<file path="src/design/route_table_prefix_match_core_macros.svh">
// Assertion macros for the route table core.
// Used by rtpm_ctrl and rtpm_dp; expects clk_i and rst_ni in scope.
`ifndef ROUTE_TABLE_PREFIX_MATCH_CORE_MACROS_SVH
`define ROUTE_TABLE_PREFIX_MATCH_CORE_MACROS_SVH

// Property checked on every rising clock edge outside reset.
`define RTPM_ASSERT(name, prop, msg) \
  name: assert property (@(posedge clk_i) disable iff (!rst_ni) (prop)) else $error(msg);

// Condition that must never be true outside reset.
`define RTPM_ASSERT_NEVER(name, cond, msg) \
  `RTPM_ASSERT(name, !(cond), msg)

`endif

</file>
<file path="src/design/rtpm_pkg.sv">
// Shared constants and types for the route table core.
// No dependencies; used by every module of the block.
package rtpm_pkg;

  localparam int unsigned TableEntries = 16;
  localparam int unsigned AddrW        = 32;
  localparam int unsigned IdxW         = (TableEntries > 1) ? $clog2(TableEntries) : 1;
  localparam int unsigned CntW         = $clog2(TableEntries + 1);
  localparam int unsigned LenW         = $clog2(AddrW + 1);

  localparam logic ModeAdd      = 1'b0;
  localparam logic ModeLookup   = 1'b1;
  localparam logic StatusStored = 1'b0;
  localparam logic StatusFull   = 1'b1;

  typedef struct packed {
    logic [AddrW-1:0] network;
    logic [AddrW-1:0] mask;
    logic [AddrW-1:0] gateway;
    logic [LenW-1:0]  len;
  } entry_t;

  // Commands from the controller to the datapath.
  typedef struct packed {
    logic accept_add;
    logic accept_lookup;
    logic scan;
    logic finish;
  } ctrl_cmd_t;

  typedef struct packed {
    logic drained;
  } dp_status_t;

endpackage

</file>
<file path="src/design/rtpm_ctrl.sv">
// Controller state machine for the route table core.
// Depends on rtpm_pkg and the assertion macro header.
`include "route_table_prefix_match_core_macros.svh"

module rtpm_ctrl (
  input  logic                   clk_i,
  input  logic                   rst_ni,
  input  logic                   start_i,
  input  logic                   mode_i,
  input  rtpm_pkg::dp_status_t   status_i,
  output rtpm_pkg::ctrl_cmd_t    cmd_o,
  output logic                   busy_o,
  output logic                   valid_o
);

  typedef enum logic [2:0] {
    StIdle = 3'b001,
    StScan = 3'b010,
    StDone = 3'b100
  } state_e;

  state_e state_q, state_d;

  always_comb begin
    state_d = state_q;
    cmd_o   = '0;
    unique case (state_q)
      StIdle: begin
        if (start_i) begin
          if (mode_i == rtpm_pkg::ModeLookup) begin
            cmd_o.accept_lookup = 1'b1;
            state_d             = StScan;
          end else begin
            cmd_o.accept_add = 1'b1;
            state_d          = StDone;
          end
        end
      end
      StScan: begin
        cmd_o.scan = 1'b1;
        if (status_i.drained) begin
          cmd_o.finish = 1'b1;
          state_d      = StDone;
        end
      end
      StDone: begin
        state_d = StIdle;
      end
      default: begin
        state_d = StIdle;
      end
    endcase
  end

  always_ff @(posedge clk_i or negedge rst_ni) begin
    if (!rst_ni) begin
      state_q <= StIdle;
    end else begin
      state_q <= state_d;
    end
  end

  assign busy_o  = (state_q != StIdle);
  assign valid_o = (state_q == StDone);

  `RTPM_ASSERT(a_done_one_cycle, (state_q == StDone) |=> (state_q == StIdle), "result strobe held")
  `RTPM_ASSERT(a_lookup_scans, (start_i && !busy_o && mode_i == rtpm_pkg::ModeLookup) |=> (state_q == StScan), "lookup did not start scan")
  `RTPM_ASSERT(a_add_one_result, (start_i && !busy_o && mode_i == rtpm_pkg::ModeAdd) |=> valid_o, "add result missing")

endmodule

</file>
<file path="src/design/rtpm_dp.sv">
// Datapath of the route table core: entry store, scan pointer, best-match
// registers and result registers. Depends on rtpm_pkg and the macro header.
`include "route_table_prefix_match_core_macros.svh"

module rtpm_dp (
  input  logic                               clk_i,
  input  logic                               rst_ni,
  input  rtpm_pkg::ctrl_cmd_t                cmd_i,
  output rtpm_pkg::dp_status_t               status_o,
  input  logic [rtpm_pkg::AddrW-1:0]         address_i,
  input  logic [rtpm_pkg::AddrW-1:0]         mask_i,
  input  logic [rtpm_pkg::AddrW-1:0]         gateway_addr_i,
  output logic                               status_bit_o,
  output logic                               route_found_o,
  output logic [rtpm_pkg::AddrW-1:0]         hop_addr_o
);

  // Population count: per-byte counts, then one add of four.
  function automatic logic [rtpm_pkg::LenW-1:0] ones32(input logic [31:0] v);
    logic [3:0]                byte_cnt [4];
    logic [rtpm_pkg::LenW-1:0] sum;
    sum = '0;
    for (int b = 0; b < 4; b++) begin
      byte_cnt[b] = '0;
      for (int k = 0; k < 8; k++) begin
        byte_cnt[b] = byte_cnt[b] + {3'b000, v[8*b+k]};
      end
    end
    for (int b = 0; b < 4; b++) begin
      sum = sum + {{(rtpm_pkg::LenW-4){1'b0}}, byte_cnt[b]};
    end
    return sum;
  endfunction

  rtpm_pkg::entry_t mem_q [rtpm_pkg::TableEntries];
  rtpm_pkg::entry_t rd_q;
  rtpm_pkg::entry_t wr_entry;

  logic [rtpm_pkg::CntW-1:0]  count_q, count_d;
  logic [rtpm_pkg::CntW-1:0]  idx_q, idx_d;
  logic                       pend_q, pend_d;
  logic                       hit_q, hit_d;
  logic [rtpm_pkg::LenW-1:0]  best_len_q, best_len_d;
  logic [rtpm_pkg::AddrW-1:0] best_gw_q, best_gw_d;
  logic [rtpm_pkg::AddrW-1:0] addr_q;
  logic                       full;
  logic                       issue;
  logic                       match;
  logic                       status_q;
  logic                       found_q;
  logic [rtpm_pkg::AddrW-1:0] hop_q;

  assign full  = (count_q == rtpm_pkg::CntW'(rtpm_pkg::TableEntries));
  assign issue = cmd_i.scan && (idx_q != count_q);
  assign match = ((addr_q & rd_q.mask) == rd_q.network);

  assign status_o.drained = (idx_q == count_q) && !pend_q;

  assign wr_entry.network = address_i & mask_i;
  assign wr_entry.mask    = mask_i;
  assign wr_entry.gateway = gateway_addr_i;
  assign wr_entry.len     = ones32(mask_i);

  // Entries fill in order and are never freed, so the valid ones are
  // exactly indexes below count_q.
  always_ff @(posedge clk_i) begin
    if (cmd_i.accept_add && !full) begin
      mem_q[count_q[rtpm_pkg::IdxW-1:0]] <= wr_entry;
    end
    if (issue) begin
      rd_q <= mem_q[idx_q[rtpm_pkg::IdxW-1:0]];
    end
  end

  always_comb begin
    count_d    = count_q;
    idx_d      = idx_q;
    pend_d     = issue;
    hit_d      = hit_q;
    best_len_d = best_len_q;
    best_gw_d  = best_gw_q;
    if (cmd_i.accept_add && !full) begin
      count_d = count_q + 1'b1;
    end
    if (cmd_i.accept_lookup) begin
      idx_d = '0;
      hit_d = 1'b0;
    end else if (issue) begin
      idx_d = idx_q + 1'b1;
    end
    // strict > keeps the earliest entry on equal prefix length
    if (pend_q && match && (!hit_q || rd_q.len > best_len_q)) begin
      hit_d      = 1'b1;
      best_len_d = rd_q.len;
      best_gw_d  = rd_q.gateway;
    end
  end

  always_ff @(posedge clk_i or negedge rst_ni) begin
    if (!rst_ni) begin
      count_q <= '0;
      idx_q   <= '0;
      pend_q  <= 1'b0;
      hit_q   <= 1'b0;
    end else begin
      count_q <= count_d;
      idx_q   <= idx_d;
      pend_q  <= pend_d;
      hit_q   <= hit_d;
    end
  end

  always_ff @(posedge clk_i) begin
    best_len_q <= best_len_d;
    best_gw_q  <= best_gw_d;
    if (cmd_i.accept_lookup) begin
      addr_q <= address_i;
    end
    if (cmd_i.accept_add) begin
      status_q <= full ? rtpm_pkg::StatusFull : rtpm_pkg::StatusStored;
      found_q  <= 1'b0;
      hop_q    <= '0;
    end else if (cmd_i.finish) begin
      status_q <= rtpm_pkg::StatusStored;
      found_q  <= hit_q;
      if (!hit_q) begin
        hop_q <= '0;
      end else if (best_gw_q == '0) begin
        hop_q <= addr_q;
      end else begin
        hop_q <= best_gw_q;
      end
    end
  end

  assign status_bit_o  = status_q;
  assign route_found_o = found_q;
  assign hop_addr_o    = hop_q;

  `RTPM_ASSERT_NEVER(a_count_bound, count_q > rtpm_pkg::CntW'(rtpm_pkg::TableEntries), "fill count past table size")
  `RTPM_ASSERT_NEVER(a_idx_bound, idx_q > count_q, "scan pointer past fill count")
  `RTPM_ASSERT(a_full_keeps, (cmd_i.accept_add && full) |=> $stable(count_q), "add to full table changed count")

endmodule

</file>
<file path="src/design/route_table_prefix_match_core.sv">
// Top level of the route table core: controller plus datapath.
// Depends on rtpm_pkg, rtpm_ctrl and rtpm_dp.
//
// Usage:
//   A request is taken at a rising edge with start_i high and busy_o low.
//   mode_i = 0 adds a route (address, mask, gateway) in the next free entry;
//   mode_i = 1 looks up address_i by longest prefix (most mask one-bits,
//   earliest entry on a tie).
//   Each request gives exactly one result, shown on status_o, route_found_o
//   and hop_addr_o for one cycle with valid_o high. The receiver cannot
//   stall; it must take the result in that cycle.
//   An add goes from idle straight to its result state, so busy_o is high
//   only in its result cycle. A lookup walks the filled entries (at most
//   TableEntries) one per cycle through the entry store's single registered
//   read port, then finishes the last compare before its result state.
//   Between requests: busy_o drops right after the result cycle and the next
//   request is taken at the end of the following cycle, so a new request is
//   only taken once the last one has given its result.
//   Reset empties the table (fill count to zero) at once; no clearing pass.
module route_table_prefix_match_core (
  input  logic                       clk_i,
  input  logic                       rst_ni,
  input  logic                       start_i,
  output logic                       busy_o,
  input  logic                       mode_i,
  input  logic [rtpm_pkg::AddrW-1:0] address_i,
  input  logic [rtpm_pkg::AddrW-1:0] mask_i,
  input  logic [rtpm_pkg::AddrW-1:0] gateway_addr_i,
  output logic                       valid_o,
  output logic                       status_o,
  output logic                       route_found_o,
  output logic [rtpm_pkg::AddrW-1:0] hop_addr_o
);

  rtpm_pkg::ctrl_cmd_t  cmd;
  rtpm_pkg::dp_status_t dp_status;

  rtpm_ctrl u_ctrl (
    .clk_i    (clk_i),
    .rst_ni   (rst_ni),
    .start_i  (start_i),
    .mode_i   (mode_i),
    .status_i (dp_status),
    .cmd_o    (cmd),
    .busy_o   (busy_o),
    .valid_o  (valid_o)
  );

  rtpm_dp u_dp (
    .clk_i          (clk_i),
    .rst_ni         (rst_ni),
    .cmd_i          (cmd),
    .status_o       (dp_status),
    .address_i      (address_i),
    .mask_i         (mask_i),
    .gateway_addr_i (gateway_addr_i),
    .status_bit_o   (status_o),
    .route_found_o  (route_found_o),
    .hop_addr_o     (hop_addr_o)
  );

endmodule

</file>
<file path="config.mk">
export PLATFORM = sky130hd
export DESIGN_NAME = route_table_prefix_match_core
export DESIGN_NICKNAME = d
export VERILOG_FILES = /design/src/design/rtpm_pkg.sv /design/src/design/rtpm_ctrl.sv /design/src/design/rtpm_dp.sv /design/src/design/route_table_prefix_match_core.sv
export VERILOG_INCLUDE_DIRS = /design/src /design/src/design
export SDC_FILE = /design/constraint.sdc
export NUM_CORES = 2
export LEC_CHECK = 0
export BUFFER_PORTS_ARGS = -buffer_cell sky130_fd_sc_hd__buf_2
export CORE_AREA = 2 2 316 380
export DETAILED_ROUTE_END_ITERATION = 6
export DIE_AREA = 0 0 318 382
export PLACE_DENSITY_LB_ADDON = 0.08
export SLEW_MARGIN = 10
export SYNTH_ARGS = -nofsm -noshare
export SYNTH_HDL_FRONTEND = slang
export SYNTH_HIERARCHICAL = 1
export SYNTH_SLANG_ARGS = --single-unit
</file>
<file path="constraint.sdc">
create_clock -name clk_i -period 8.4 [get_ports clk_i]
set_input_delay 0 -clock clk_i [delete_from_list [all_inputs] [get_ports clk_i]]
set_output_delay 0 -clock clk_i [all_outputs]
set_load 0.005 [all_outputs]
</file>
==> results by group <==
Run status
  • Outcome: finished clean

Yosys
  • Ys Warns: 6
  • Distinct cells, synth: 47
  • Post-synth EDFFs: 1805
  • Ys flop type: edfxtp_1
  • Syn_nets: 3000
  • Syn Std Cell Area: 70200 um^2
  • FFs w/ async S/R, synth: 0.00809
  • Yosys reg bits: 1853
  • Mapped Cells: 2858
  • Seq/Total Area, Yosys: 0.787
  • Syn_area_per_cell: 24.6 um^2

Global routing
  • Global-route wire length before repair: 236000 um
  • Antenna violations before repair: 12
  • Largest net degree at the start of global routing: 116
  • Number of global-route vias before repair: 33100
  • Grt ovf: 0
  • GRT Util Overall: 0.276

Final layout
  • Layout cells sized above 1: 0.291
  • Leading cell types in the layout, fill and taps excluded: edfxtp_1 (1805), mux4_2 (510), clkbuf_16 (178)
  • P&R area growth vs syn: 13.4%
  • Post-layout util: 0.677
  • Most common cell after layout, fill and taps aside: edfxtp_1
  • Fin nets: 3370
  • Number of fill cells: 7241

Routing
  • Via count: 32000
  • Initial DRC count: 3630
  • Final WL: 163000 um
  • Antenna viol nets, final: 0
  • Routed vias/inst: 6.52
  • WL/cell: 33.3 um
  • Iteration count of the initial detailed-routing pass: 7
  • DRC viols: 0

Floorplanning
  • Area of the core: 118000 um^2
  • Starting Density: 0.597
  • Horiz. Die Dim: 318 um
  • Vert. Die Dim: 382 um
  • Row cnt: 138
  • Die ar.: 121000 um^2
  • Io pins: 136

Worst setup path
  • CP endpoint kind: register
  • Worst EP required: 8.83 ns
  • Crit Path Class: in2reg
  • Worst Setup Start Kind: input pin
  • Critical Path AT: 5.75 ns
  • Critical path fanouts, max: 18

Clocking
  • Post-CTS Setup Bufs: 0
  • # hold bufs at CTS: 128
  • CTS tree: yes
  • Worst-path clk slew: 0.06 ns
  • Total CTS buffers: 173
  • Clock Sinks: 1853
  • Maximum buffer depth of the clock tree: 3
  • Skew-Pair Late Insertion Delay: 0.79 ns
  • CTS resizes: 0
  • Root Driver: clkbuf_16
  • H-tree level count: 4

STA
  • Fmax: 188 MHz
  • Final period util: 0.634
  • Post-layout min period: 5.33 ns
  • Setup violators final: 0
  • Slew @ Worst Pin: 1.24 ns
  • TNS Setup: 0 ns
  • Skew final: 0.0200 ns
  • Max-Slew Margin vs Limit: 0.169
  • Slew Viols, Final: 0
  • Fin. Hold Viols: 0
  • RSZ-0062 raised after global routing: no

Placement
  • DP HPWL: 85400 um
  • Input/output buffers: 135
  • Gpl congestion: 0.799

Pwr
  • Leak pwr: 25.0 nW
  • Power density cells: 291 nW/um^2
  • Worst ir drop on vdd: 0.000388 V

Flow run
  • Maxcap violations: 0

Worst hold path
  • Hold/Removal Path Class: in2reg
report_power, final:
part / total (mW) / switching [mW] / leakage (nW) / internal (mW)
registers: 11.4 / 0.230 / 16.8 / 11.2
logic: 4.11 / 2.24 / 5.49 / 1.87
clock network: 7.62 / 3.26 / 2.72 / 4.36
per-stage QoR:
| stage | setup slack (ns) | cell area, um^2 | power, mW | std cells | hold slack (ns) |
|---|---|---|---|---|---|
| after CTS | 3.11 | 79600 | 23.3 | 4911 | 0.000216 |
| after floorplan | 2.32 | 70200 | 14.5 | 2858 | -0.296 |
| after global placement | 2.91 | 72700 | 15.5 | 4465 | -0.0580 |
| after global routing | 2.87 | 79600 | 23.9 | 4913 | 0.0419 |
| after detailed placement | 2.82 | 72700 | 15.7 | 4465 | -0.0517 |
| final | 3.07 | 79600 | 23.1 | 4913 | 0.0606 |
cells in the mapped netlist, types with 5 or more instances:
cell	n	share of area
edfxtp_1	1805	0.77
mux4_2	510	0.16
clkbuf_1	61	0.0033
inv_1	43	0.0023
nand2_1	42	0.0022
xnor2_1	42	0.0052
and2_1	38	0.0034
a21o_1	36	0.0039
dfxtp_1	33	0.0094
a22o_1	32	0.0040
buf_4	30	0.0032
fa_1	24	0.0068
nor2_1	24	0.0013
ha_1	18	0.0032
nor4_1	15	0.0013
buf_6	14	0.0022
dfrtp_1	14	0.0050
buf_1	13	0.00070
buf_2	10	0.00071
a21oi_1	5	0.00036
nand3_1	5	0.00036
nand4_1	5	0.00045
xor2_1	5	0.00062
metal layers:
layer	global-route usage	wire, um	up-vias
met5	0	103	-
met4	0.0795	3930	16
met3	0.0459	12200	252
met2	0.450	82200	1381
met1	0.394	64900	17500
li1	-	-	12900
cell type report:
type	instances	area, um^2	area share
Timing Repair Buffer	324	2490	0.0313
Antenna cell	2	5.00	0.0000629
Sequential cell	1853	55300	0.695
Multi-Input combinational cell	833	14200	0.178
Clock inverter	84	727	0.00914
Clock buffer	234	4790	0.0603
Inverter	43	161	0.00203
Tap cell	1540	1930	0.0242
worst max-delay path, cell delays in order:
cell	delay (ns)
dlygate4sd3_1	0.54
buf_2	0.28
inv_1	0.13
fa_1	0.58
inv_1	0.07
fa_1	0.61
fa_1	0.46
fa_1	0.47
fa_1	0.51
inv_1	0.05
fa_1	0.47
inv_1	0.04
ha_1	0.20
fa_1	0.47
a21o_1	0.19
a21oi_1	0.16
xnor2_1	0.50
logic make-up (layout without fill, tap and decap cells):
kind of cell               after synthesis  after routing  share of synthesized area
DFF                                   1853           1853                      0.787
xor gates and xnor gates                47             47                    0.00587
AOI/OAI and AO/OA                       82             82                    0.00922
adders and majority gates               42             42                     0.0101
other                                    0              2                          0
and+or+nand+nor                        149            149                     0.0112
muxes                                  513            513                      0.164
buffers and inverters                  172            685                     0.0125
registers in the layout (all words and copies together), names as in the netlist:
signal,count
u_dp/pend_q,1
u_dp/best_gw_q,32
u_dp/status_bit_o,1
u_dp/idx_q,5
u_dp/best_len_q,6
u_dp/hop_addr_o,32
u_dp/count_q,5
u_dp/hit_q,1
u_dp/addr_q,32
u_dp/route_found_o,1
u_dp/rd_q,102
u_ctrl/state_q,3
u_dp/mem_q,1632
path summary, 6_finish.rpt:
kind | depth (start not counted) | from | slack, ns | endpoint
worst max register to register | 6 | u_ctrl/state_q[1] | 4.31 | u_dp/mem_q[7][47]
worst max-delay path | 17 | mask_i[1] | 3.07 | u_dp/mem_q[13][4]
min in group asynchronous | 3 | rst_ni | 0.47 | u_ctrl/state_q[0]
worst min-delay path | 2 | address_i[30] | 0.06 | u_dp/addr_q[30]
max in group asynchronous | 4 | rst_ni | 6.74 | u_dp/idx_q[3]
worst min register to register | 0 | u_dp/rd_q[8] | 0.42 | u_dp/best_gw_q[2]
Note: power is estimated with default switching activity, not from simulation.
